<file path="src/design/tevq_pkg.sv">
// tevq_pkg: shared constants, command codes and slot record for the timed event queue
// used by tevq_slot_store, tevq_order_store and timed_event_queue
`timescale 1ns / 1ps
`default_nettype none

package tevq_pkg;

  localparam int MAX_EVENTS = 32;
  localparam int IDX_W      = $clog2(MAX_EVENTS);
  localparam int CNT_W      = IDX_W + 1;
  localparam int ID_W       = 5;

  typedef enum logic [2:0] {
    CMD_SET_ABS   = 3'd0,
    CMD_SET_REL   = 3'd1,
    CMD_CANCEL    = 3'd2,
    CMD_REPEAT    = 3'd3,
    CMD_PROGRESS  = 3'd4,
    CMD_QUERY     = 3'd5,
    CMD_FORCE_END = 3'd6
  } cmd_t;

  typedef struct packed {
    logic [31:0] countdown;
    logic [31:0] period;
    logic        notify;
  } slot_t;

endpackage

`default_nettype wire

</file>
<file path="src/design/tevq_slot_store.sv">
// tevq_slot_store: per-event record memory (countdown, period, notify)
// entries never written read as zero; depends on tevq_pkg
`timescale 1ns / 1ps
`default_nettype none

module tevq_slot_store (
  input  wire logic                         clk,
  input  wire logic                         rst,
  input  wire logic                         rd_en,
  input  wire logic [tevq_pkg::IDX_W-1:0]   rd_addr,
  output tevq_pkg::slot_t                   rd_data,
  input  wire logic                         wr_en,
  input  wire logic [tevq_pkg::IDX_W-1:0]   wr_addr,
  input  wire tevq_pkg::slot_t              wr_data
);

  tevq_pkg::slot_t                     mem [tevq_pkg::MAX_EVENTS];
  logic [tevq_pkg::MAX_EVENTS-1:0]     written;
  tevq_pkg::slot_t                     rd_q;
  logic                                rd_written;

  always_ff @(posedge clk) begin
    if (wr_en) begin
      mem[wr_addr] <= wr_data;
    end
    if (rd_en) begin
      rd_q <= mem[rd_addr];
    end
  end

  always_ff @(posedge clk) begin
    if (rst) begin
      written    <= '0;
      rd_written <= 1'b0;
    end else begin
      if (wr_en) begin
        written[wr_addr] <= 1'b1;
      end
      if (rd_en) begin
        rd_written <= written[rd_addr];
      end
    end
  end

  assign rd_data = rd_written ? rd_q : '0;

endmodule

`default_nettype wire

</file>
<file path="src/design/tevq_order_store.sv">
// tevq_order_store: two banks of the ordered event list, read from the live bank
// and rebuilt into the other one; depends on tevq_pkg
`timescale 1ns / 1ps
`default_nettype none

module tevq_order_store (
  input  wire logic                         clk,
  input  wire logic                         rst,
  input  wire logic                         flip,
  input  wire logic                         rd_en,
  input  wire logic [tevq_pkg::IDX_W-1:0]   rd_idx,
  output logic      [tevq_pkg::IDX_W-1:0]   rd_data,
  input  wire logic                         wr_en,
  input  wire logic [tevq_pkg::IDX_W-1:0]   wr_idx,
  input  wire logic [tevq_pkg::IDX_W-1:0]   wr_data
);

  logic [tevq_pkg::IDX_W-1:0] mem [2*tevq_pkg::MAX_EVENTS];
  logic                       bank;

  always_ff @(posedge clk) begin
    if (wr_en) begin
      mem[{~bank, wr_idx}] <= wr_data;
    end
    if (rd_en) begin
      rd_data <= mem[{bank, rd_idx}];
    end
  end

  always_ff @(posedge clk) begin
    if (rst) begin
      bank <= 1'b0;
    end else if (flip) begin
      bank <= ~bank;
    end
  end

endmodule

`default_nettype wire

</file>
<file path="src/design/timed_event_queue.sv">
// timed_event_queue: top level, command sequencer and output register
// depends on tevq_pkg, tevq_slot_store and tevq_order_store
`timescale 1ns / 1ps
`default_nettype none

// A request is one command on the slave stream (cmd in tuser). Every request yields one
// result, except progress, which yields one result per reported expired event (at least
// one); m_tlast marks the final one. The pending list lives in a two-bank memory that is
// rebuilt entry by entry, and event records sit in a second memory with registered reads.
// A new request is accepted only once the previous one is finished. Set, repeat, cancel of
// a pending event and progress walk the whole pending list; query, force, cancel of an idle
// event and unknown codes do not. The list walk, one memory read pair per entry, sets the
// pace. No clearing pass follows reset.

module timed_event_queue (
  input  wire logic          clk,
  input  wire logic          rst,
  input  wire logic          cfg_we,
  input  wire logic [30:0]   cfg_wdata,     // max_slice
  input  wire logic          s_tvalid,
  output logic               s_tready,
  input  wire logic [71:0]   s_tdata,       // event_id, event_clock, has_handler, rem_clock
  input  wire logic [2:0]    s_tuser,       // cmd
  output logic               m_tvalid,
  input  wire logic          m_tready,
  output logic [167:0]       m_tdata,       // fired_id, active, remaining, elapsed,
                                            // slice_length, rem_clock_out, total_clock
  output logic               m_tuser,       // fired_valid
  output logic               m_tlast
);

  localparam int IW = tevq_pkg::IDX_W;
  localparam int CW = tevq_pkg::CNT_W;

  typedef enum logic [3:0] {
    ST_IDLE, ST_DISPATCH, ST_SCH_CALC, ST_LIST_RD, ST_LIST_CHK, ST_LIST_CMP, ST_LIST_PUT,
    ST_MERGE_END, ST_PRG_RD, ST_PRG_GET, ST_PRG_UPD, ST_PRG_END, ST_PRG_ERD, ST_PRG_EOUT,
    ST_QRY_CALC, ST_EMIT
  } state_t;

  state_t state, state_next;

  logic [2:0]                    cmd;
  logic [tevq_pkg::ID_W-1:0]     id;
  logic [31:0]                   ec, rem;
  logic                          hh;
  logic [30:0]                   max_slice;
  logic [31:0]                   slice, slice_next, acc, acc_next, rem_next;
  logic [CW-1:0]                 cnt, cnt_next, r, r_next, w, w_next, nf, nf_next, k, k_next;
  logic [tevq_pkg::MAX_EVENTS-1:0] pend, pend_next;
  tevq_pkg::slot_t               newrec, newrec_next;
  logic                          allow, allow_next, ins, ins_next;
  logic [IW-1:0]                 x, x_next;
  logic [31:0]                   nb, nb_next;
  logic                          act, act_next;
  logic [31:0]                   remn, remn_next, elap, elap_next;

  logic                          out_load, out_fv, out_last;
  logic [IW-1:0]                 out_fid;
  logic                          out_free;

  logic                          slot_rd_en, slot_wr_en;
  logic [IW-1:0]                 slot_rd_addr, slot_wr_addr;
  tevq_pkg::slot_t               slot_rd_data, slot_wr_data;
  logic                          ord_rd_en, ord_wr_en, ord_flip;
  logic [IW-1:0]                 ord_rd_idx, ord_wr_idx, ord_wr_data, ord_rd_data;

  logic [IW-1:0]                 id_a;
  logic                          valid_id;
  logic [31:0]                   clk_now, cut, nc;
  logic                          ins_f;
  logic [CW-1:0]                 w_f;

  tevq_slot_store u_slot (
    .clk     (clk),
    .rst     (rst),
    .rd_en   (slot_rd_en),
    .rd_addr (slot_rd_addr),
    .rd_data (slot_rd_data),
    .wr_en   (slot_wr_en),
    .wr_addr (slot_wr_addr),
    .wr_data (slot_wr_data)
  );

  tevq_order_store u_order (
    .clk     (clk),
    .rst     (rst),
    .flip    (ord_flip),
    .rd_en   (ord_rd_en),
    .rd_idx  (ord_rd_idx),
    .rd_data (ord_rd_data),
    .wr_en   (ord_wr_en),
    .wr_idx  (ord_wr_idx),
    .wr_data (ord_wr_data)
  );

  assign s_tready = (state == ST_IDLE);
  assign out_free = !m_tvalid || m_tready;
  assign id_a     = IW'(id);
  assign valid_id = CW'(id) < CW'(tevq_pkg::MAX_EVENTS);
  assign clk_now  = slice - rem;

  always_comb begin
    state_next   = state;
    slice_next   = slice;
    acc_next     = acc;
    rem_next     = rem;
    cnt_next     = cnt;
    r_next       = r;
    w_next       = w;
    nf_next      = nf;
    k_next       = k;
    pend_next    = pend;
    newrec_next  = newrec;
    allow_next   = allow;
    ins_next     = ins;
    x_next       = x;
    nb_next      = nb;
    act_next     = act;
    remn_next    = remn;
    elap_next    = elap;
    out_load     = 1'b0;
    out_fv       = 1'b0;
    out_last     = 1'b1;
    out_fid      = '0;
    slot_rd_en   = 1'b0;
    slot_rd_addr = id_a;
    slot_wr_en   = 1'b0;
    slot_wr_addr = id_a;
    slot_wr_data = newrec;
    ord_rd_en    = 1'b0;
    ord_rd_idx   = r[IW-1:0];
    ord_wr_en    = 1'b0;
    ord_wr_idx   = w[IW-1:0];
    ord_wr_data  = id_a;
    ord_flip     = 1'b0;
    cut          = slice;
    nc           = slot_rd_data.countdown - slice;
    ins_f        = ins;
    w_f          = w;

    if ($signed(newrec.countdown) > 0) begin
      cut = slice - newrec.countdown;
    end

    case (state)
      ST_IDLE: begin
        if (s_tvalid) begin
          state_next = ST_DISPATCH;
        end
      end

      ST_DISPATCH: begin
        act_next   = 1'b0;
        remn_next  = '0;
        elap_next  = '0;
        state_next = ST_EMIT;
        case (cmd)
          tevq_pkg::CMD_SET_ABS, tevq_pkg::CMD_SET_REL, tevq_pkg::CMD_REPEAT: begin
            if (valid_id) begin
              slot_rd_en = 1'b1;
              state_next = ST_SCH_CALC;
            end
          end
          tevq_pkg::CMD_CANCEL: begin
            if (valid_id && pend[id_a]) begin
              allow_next = 1'b0;
              ins_next   = 1'b0;
              r_next     = '0;
              w_next     = '0;
              state_next = ST_LIST_RD;
            end
          end
          tevq_pkg::CMD_PROGRESS: begin
            acc_next   = acc + slice;
            nb_next    = {1'b0, max_slice};
            r_next     = '0;
            w_next     = '0;
            nf_next    = '0;
            state_next = ST_PRG_RD;
          end
          tevq_pkg::CMD_QUERY: begin
            if (valid_id && pend[id_a]) begin
              slot_rd_en = 1'b1;
              state_next = ST_QRY_CALC;
            end else begin
              remn_next = '1;
              elap_next = '1;
            end
          end
          tevq_pkg::CMD_FORCE_END: begin
            if ($signed(rem) > 0) begin
              slice_next = slice - rem;
              rem_next   = '0;
            end
          end
          default: begin
            state_next = ST_EMIT;
          end
        endcase
      end

      ST_SCH_CALC: begin
        if (cmd == tevq_pkg::CMD_REPEAT) begin
          newrec_next.period = slot_rd_data.period;
          newrec_next.notify = slot_rd_data.notify;
        end else begin
          newrec_next.period = ec;
          newrec_next.notify = hh;
        end
        if (cmd == tevq_pkg::CMD_SET_ABS) begin
          newrec_next.countdown = ec + clk_now;
        end else begin
          newrec_next.countdown = slot_rd_data.countdown + newrec_next.period;
        end
        slot_wr_en   = 1'b1;
        slot_wr_data = newrec_next;
        allow_next   = (cnt - CW'(pend[id_a])) < CW'(tevq_pkg::MAX_EVENTS);
        ins_next     = 1'b0;
        r_next       = '0;
        w_next       = '0;
        state_next   = ST_LIST_RD;
      end

      ST_LIST_RD: begin
        if (r == cnt) begin
          state_next = ST_MERGE_END;
        end else begin
          ord_rd_en  = 1'b1;
          state_next = ST_LIST_CHK;
        end
      end

      ST_LIST_CHK: begin
        x_next = ord_rd_data;
        if (ord_rd_data == id_a) begin
          r_next     = r + 1'b1;
          state_next = ST_LIST_RD;
        end else begin
          slot_rd_en   = 1'b1;
          slot_rd_addr = ord_rd_data;
          state_next   = ST_LIST_CMP;
        end
      end

      ST_LIST_CMP: begin
        ord_wr_en = 1'b1;
        w_next    = w + 1'b1;
        if (allow && !ins && $signed(newrec.countdown) < $signed(slot_rd_data.countdown)) begin
          ins_next   = 1'b1;
          state_next = ST_LIST_PUT;
          if (w == '0) begin
            slice_next = slice - cut;
            rem_next   = rem - cut;
          end
        end else begin
          ord_wr_data = x;
          r_next      = r + 1'b1;
          state_next  = ST_LIST_RD;
        end
      end

      ST_LIST_PUT: begin
        ord_wr_en   = 1'b1;
        ord_wr_data = x;
        w_next      = w + 1'b1;
        r_next      = r + 1'b1;
        state_next  = ST_LIST_RD;
      end

      ST_MERGE_END: begin
        if (allow && !ins) begin
          ord_wr_en = 1'b1;
          ins_f     = 1'b1;
          w_f       = w + 1'b1;
          if (w == '0) begin
            slice_next = slice - cut;
            rem_next   = rem - cut;
          end
        end
        cnt_next        = w_f;
        pend_next[id_a] = ins_f;
        ord_flip        = 1'b1;
        state_next      = ST_EMIT;
      end

      ST_PRG_RD: begin
        if (r == cnt) begin
          state_next = ST_PRG_END;
        end else begin
          ord_rd_en  = 1'b1;
          state_next = ST_PRG_GET;
        end
      end

      ST_PRG_GET: begin
        x_next       = ord_rd_data;
        slot_rd_en   = 1'b1;
        slot_rd_addr = ord_rd_data;
        state_next   = ST_PRG_UPD;
      end

      ST_PRG_UPD: begin
        slot_wr_en             = 1'b1;
        slot_wr_addr           = x;
        slot_wr_data           = slot_rd_data;
        slot_wr_data.countdown = nc;
        ord_wr_data            = x;
        if ($signed(nc) > 0) begin
          ord_wr_en = 1'b1;
          w_next    = w + 1'b1;
          if ($signed(nb) >= $signed(nc)) begin
            nb_next = nc;
          end
        end else begin
          pend_next[x] = 1'b0;
          if (slot_rd_data.notify) begin
            ord_wr_en  = 1'b1;
            ord_wr_idx = IW'(CW'(tevq_pkg::MAX_EVENTS - 1) - nf);
            nf_next    = nf + 1'b1;
          end
        end
        r_next     = r + 1'b1;
        state_next = ST_PRG_RD;
      end

      ST_PRG_END: begin
        cnt_next   = w;
        slice_next = nb;
        rem_next   = rem + nb;
        ord_flip   = 1'b1;
        k_next     = '0;
        state_next = (nf == '0) ? ST_EMIT : ST_PRG_ERD;
      end

      ST_PRG_ERD: begin
        ord_rd_en  = 1'b1;
        ord_rd_idx = IW'(CW'(tevq_pkg::MAX_EVENTS - 1) - k);
        state_next = ST_PRG_EOUT;
      end

      ST_PRG_EOUT: begin
        if (out_free) begin
          out_load = 1'b1;
          out_fv   = 1'b1;
          out_fid  = ord_rd_data;
          out_last = (k + 1'b1 == nf);
          k_next   = k + 1'b1;
          state_next = out_last ? ST_IDLE : ST_PRG_ERD;
        end
      end

      ST_QRY_CALC: begin
        act_next   = 1'b1;
        remn_next  = slot_rd_data.countdown - clk_now;
        elap_next  = slot_rd_data.period - remn_next;
        state_next = ST_EMIT;
      end

      ST_EMIT: begin
        if (out_free) begin
          out_load   = 1'b1;
          state_next = ST_IDLE;
        end
      end

      default: begin
        state_next = ST_IDLE;
      end
    endcase
  end

  always_ff @(posedge clk) begin
    if (rst) begin
      state     <= ST_IDLE;
      max_slice <= 31'd1024;
      slice     <= '0;
      acc       <= '0;
      cnt       <= '0;
      pend      <= '0;
      m_tvalid  <= 1'b0;
    end else begin
      state <= state_next;
      slice <= slice_next;
      acc   <= acc_next;
      cnt   <= cnt_next;
      pend  <= pend_next;
      if (cfg_we) begin
        max_slice <= cfg_wdata;
      end
      if (out_load) begin
        m_tvalid <= 1'b1;
      end else if (m_tready) begin
        m_tvalid <= 1'b0;
      end
    end
  end

  always_ff @(posedge clk) begin
    if (state == ST_IDLE && s_tvalid) begin
      cmd <= s_tuser;
      id  <= s_tdata[4:0];
      ec  <= s_tdata[36:5];
      hh  <= s_tdata[37];
      rem <= s_tdata[69:38];
    end else begin
      rem <= rem_next;
    end
    r      <= r_next;
    w      <= w_next;
    nf     <= nf_next;
    k      <= k_next;
    newrec <= newrec_next;
    allow  <= allow_next;
    ins    <= ins_next;
    x      <= x_next;
    nb     <= nb_next;
    act    <= act_next;
    remn   <= remn_next;
    elap   <= elap_next;
    if (out_load) begin
      m_tdata <= {2'b00, acc, rem, slice, elap, remn, act,
                  tevq_pkg::ID_W'(out_fid)};
      m_tuser <= out_fv;
      m_tlast <= out_last;
    end
  end

endmodule

`default_nettype wire

</file>
<file path="config.mk">
export PLATFORM = sky130hd
export DESIGN_NAME = timed_event_queue
export DESIGN_NICKNAME = d
export VERILOG_FILES = /design/src/design/tevq_pkg.sv /design/src/design/tevq_slot_store.sv /design/src/design/tevq_order_store.sv /design/src/design/timed_event_queue.sv
export SDC_FILE = /design/constraint.sdc
export NUM_CORES = 2
export LEC_CHECK = 0
export BUFFER_PORTS_ARGS = -buffer_cell sky130_fd_sc_hd__buf_2
export CAP_MARGIN = 20
export CORE_ASPECT_RATIO = 1.2
export CORE_UTILIZATION = 25
export CTS_CLUSTER_DIAMETER = 50
export DETAILED_ROUTE_END_ITERATION = 6
export GPL_ROUTABILITY_DRIVEN = 1
export GPL_TIMING_DRIVEN = 0
export SETUP_SLACK_MARGIN = 0.3
export SYNTH_ARGS = -nofsm -noshare
export SYNTH_HDL_FRONTEND = slang
export SYNTH_SLANG_ARGS = --single-unit
export TNS_END_PERCENT = 10
</file>
<file path="constraint.sdc">
create_clock -name clk -period 12.04 [get_ports clk]
set_clock_uncertainty 0.15 [all_clocks]
set_input_delay 3.01 -clock clk [delete_from_list [all_inputs] [get_ports clk]]
set_output_delay 3.01 -clock clk [all_outputs]
set_load 0.05 [all_outputs]
</file>
==> reports/metrics.yaml <==
cts_setup_buffers: 0
synth_top_family_by_area: "multiplexers"
slowest_stage: "xor2_1"
fin_tns_setup_ns: 0
p_int_mw: 26.89
mappedNetlistArea_um2: 136700
fp.coreArea_um2: 544800
critPathKind: "reg2reg"
path_common_cell: "clkbuf_1"
drv_slew: 0
cts_hold_buf: 0
fmax_mhz: 92.91
synth_edf_count: 2904
synthAdderAreaFrac: 0.03544
startpoint_type: "flip-flop"
clk_pin_slew_ns: 0.07
viasPerCell: 4.845
hold_class: "reg2reg"
die_w_um: 677.1
io_buffers: 276
finalSetupViolations: 0
ff2ff_path_depth: 32
cp.arrival_ns: 11.33
cts_tree: "built"
drt-total-wl_um: 442300
grt-ovfl-total: 0
synth-xor-area-share: 0.02002
holdPathStages: 0
drt_pass1_iterations: 5
crit_buf_inv: 8
avgSynthCellArea_um2: 14.75
pwr-share-seq: 0.325
worst_pin_slew_ns: 1.290
cts_buffers: 306
route.detailed.drc: 0
cts_sinks: 3076
wl_per_cell_um: 25.30
drtAntennaViolNets: 0
syn2layout_area_growth_pct: 17.98
worstSkewPairLatency_ns: 0.94
synth_mux_area_frac: 0.1078
cts_resized: 0
max_cap_violations: 0
combPwrFrac: 0.468
ys_async_sr_fraction: 0
cp.depth: 32
io_pins: 283
place_inst: 16890
stdcell_count: 17480
htreeDepth: 5
powerDensity_nw_per_um2: 282.8
p_switching_mw: 18.73
cts-root-buf: "clkbuf_16"
fin_nets: 10560
grt_pass1_vias: 84770
synth_simple_gate_area_frac: 0.08852
p_sw_frac: 0.4106
crit_required_ns: 12.61
cp-end-kind: "flip-flop"
ys_ff_latch: 3076
utilization: 0.2961
num_vias: 84690
start_util: 0.2510
dieArea_um2: 549900
ys_warn_count: 0
synth_ff_type: "edfxtp_1"
antenna_found_initial: 33
status: "finished, final reports clean"
slew-limit-headroom: 0.1307
mostFrequentLayoutCells: "2904 x edfxtp_1, 1142 x nand2_1, 621 x mux4_2"
globalplace.congestion: 0.9549
p_leak_nw: 54.08
dp_hpwl_um: 334800
yosysSeqAreaShare: 0.6629
drt_iter0_markers: 7809
max_stage_delay_ns: 0.87
synthDistinctLibCells: 105
whs_ns: 0.2575
grt_pass1_wl_um: 620800
ir_drop_mv: 0.1709
layout-drive-gt1-share: 0.1655
rsz0062_at_grt: "no"
hold_viol: 0
clock_path_buffers: 4
period_needed_ns: 10.76
track_usage: 0.1550
p_clk_frac: 0.207
grt_max_degree: 66
synth-compound-area-share: 0.06476
num_rows: 297
post-route-period-util: 0.8940
die_y_um: 812.1
cp_top_family: "compound AO/OA/AOI/OAI gates"
netlist_instances: 9271
layout_commonest_cell: "edfxtp_1"
cp_max_fo: 10
power by group through the flow:
| stage | sequential [mW] | clock (mW) | combinational (mW) |
|---|---|---|---|
| 2_1_floorplan | 14.7 | 0 | 12.9 |
| 3_3_place_gp | 15.2 | 0 | 19.9 |
| 3_5_place_dp | 15.1 | 0 | 20.7 |
| 4_1_cts | 14.9 | 9.59 | 20.9 |
| 5_1_grt | 14.9 | 9.92 | 22.8 |
| 6_report | 14.8 | 9.42 | 21.4 |
routing by layer:
metal	vias to the layer above	global-route usage	wire [um]
met2	3156	0.2751	221300
li1	37320	-	-
met4	6	0.09435	31020
met3	858	0.02056	25420
met5	-	0	37
met1	43350	0.1775	164500
worst reg2reg max path, delay by kind of cell, from the launching register on:
family / cells / cell delay [ns]
AND/OR/NAND/NOR: 4 / 0.58
adder cells (fa/ha/maj): 3 / 1.15
AO/OA/AOI/OAI: 16 / 4.35
XOR/XNOR: 1 / 0.87
flip-flops: 1 / 0.31
buffers and inverters: 8 / 3.24
worst paths after layout:
path / from / to / slack (ns)
worst min-delay path: remn[29] / m_tdata[35] / 0.26
worst max-delay path: u_slot.rd_written / elap[29] / 1.28
worst max register to register: u_slot.rd_written / elap[29] / 1.28
worst min register to register: remn[29] / m_tdata[35] / 0.26
state kept, by name (all words and copies together) (netlist names), 32 cells and up:
signal	count
u_slot.mem	2080
u_order.mem	320
m_tdata	166
newrec	65
u_slot.rd_q	65
acc	32
ec	32
elap	32
nb	32
pend	32
rem	32
remn	32
slice	32
u_slot.written	32
cells in the mapped netlist (11+ instances only):
| master | number | area, um^2 |
|---|---|---|
| nor2_1 | 550 | 2064 |
| inv_1 | 308 | 1156 |
| a21oi_1 | 321 | 1607 |
| a31oi_1 | 84 | 525.5 |
| xnor2_1 | 181 | 1585 |
| o21a_1 | 49 | 367.9 |
| o21ai_0 | 379 | 1897 |
| xor2_1 | 119 | 1042 |
| or3_1 | 67 | 419.2 |
| dfxtp_1 | 172 | 3443 |
| nand3_1 | 476 | 2382 |
| mux4_2 | 621 | 13990 |
| edfxtp_1 | 2904 | 87200 |
| and3_1 | 34 | 212.7 |
| o211ai_1 | 14 | 105.1 |
| o21bai_1 | 32 | 240.2 |
| clkbuf_1 | 335 | 1257 |
| a22oi_1 | 11 | 82.58 |
| a21o_1 | 101 | 758.2 |
| nand2_1 | 1143 | 4290 |
| and2_1 | 47 | 294.0 |
| o221ai_1 | 26 | 227.7 |
| mux2_2 | 15 | 168.9 |
| a21boi_0 | 26 | 195.2 |
| a221oi_1 | 11 | 96.34 |
| nor3b_1 | 13 | 97.59 |
| nor2b_1 | 52 | 325.3 |
| nand2b_1 | 87 | 544.3 |
| mux2i_1 | 57 | 570.6 |
| o31ai_1 | 23 | 172.7 |
| ha_1 | 368 | 4604 |
| nand3b_1 | 11 | 82.58 |
| nor3_1 | 100 | 500.5 |
| or2_2 | 24 | 150.1 |
| a211oi_1 | 75 | 563.0 |
| a221o_1 | 63 | 630.6 |
| o31a_1 | 14 | 122.6 |
| nor4_1 | 31 | 193.9 |
| nand4_1 | 34 | 212.7 |
| buf_1 | 93 | 349.1 |
stage by stage:
stage               instance area, um^2  setup slack, ns  total power [mW]
global route                     161300            1.010             47.60
CTS                              160400           0.9410             45.30
finish                           161300            1.277             45.62
global placement                 147100           -3.284             35.10
floorplan                        136700            1.141             27.60
detailed placement               150700           0.8705             35.81
final cells by class:
class                           count  area, um^2
Fill cell                       54300      383500
Sequential cell                  3076       90650
Multi-Input combinational cell   5453       43680
Tap cell                         7176        8979
Clock buffer                      364        8023
Timing Repair Buffer              487        5505
Buffer                            434        1672
Clock inverter                    171        1625
Inverter                          309        1160
Antenna cell                       11       27.53
cell families (layout without fill, tap and decap cells):
logic type      count (synthesis)  in the layout
buf+inv                       743           1765
flops                        3076           3076
mux                           694            694
other cells                     1             13
xor+xnor                      306            306
fa+ha+maj                     382            382
compound gates               1360           1360
simple gates                 2709           2709
(Power assumes the default switching activity.)
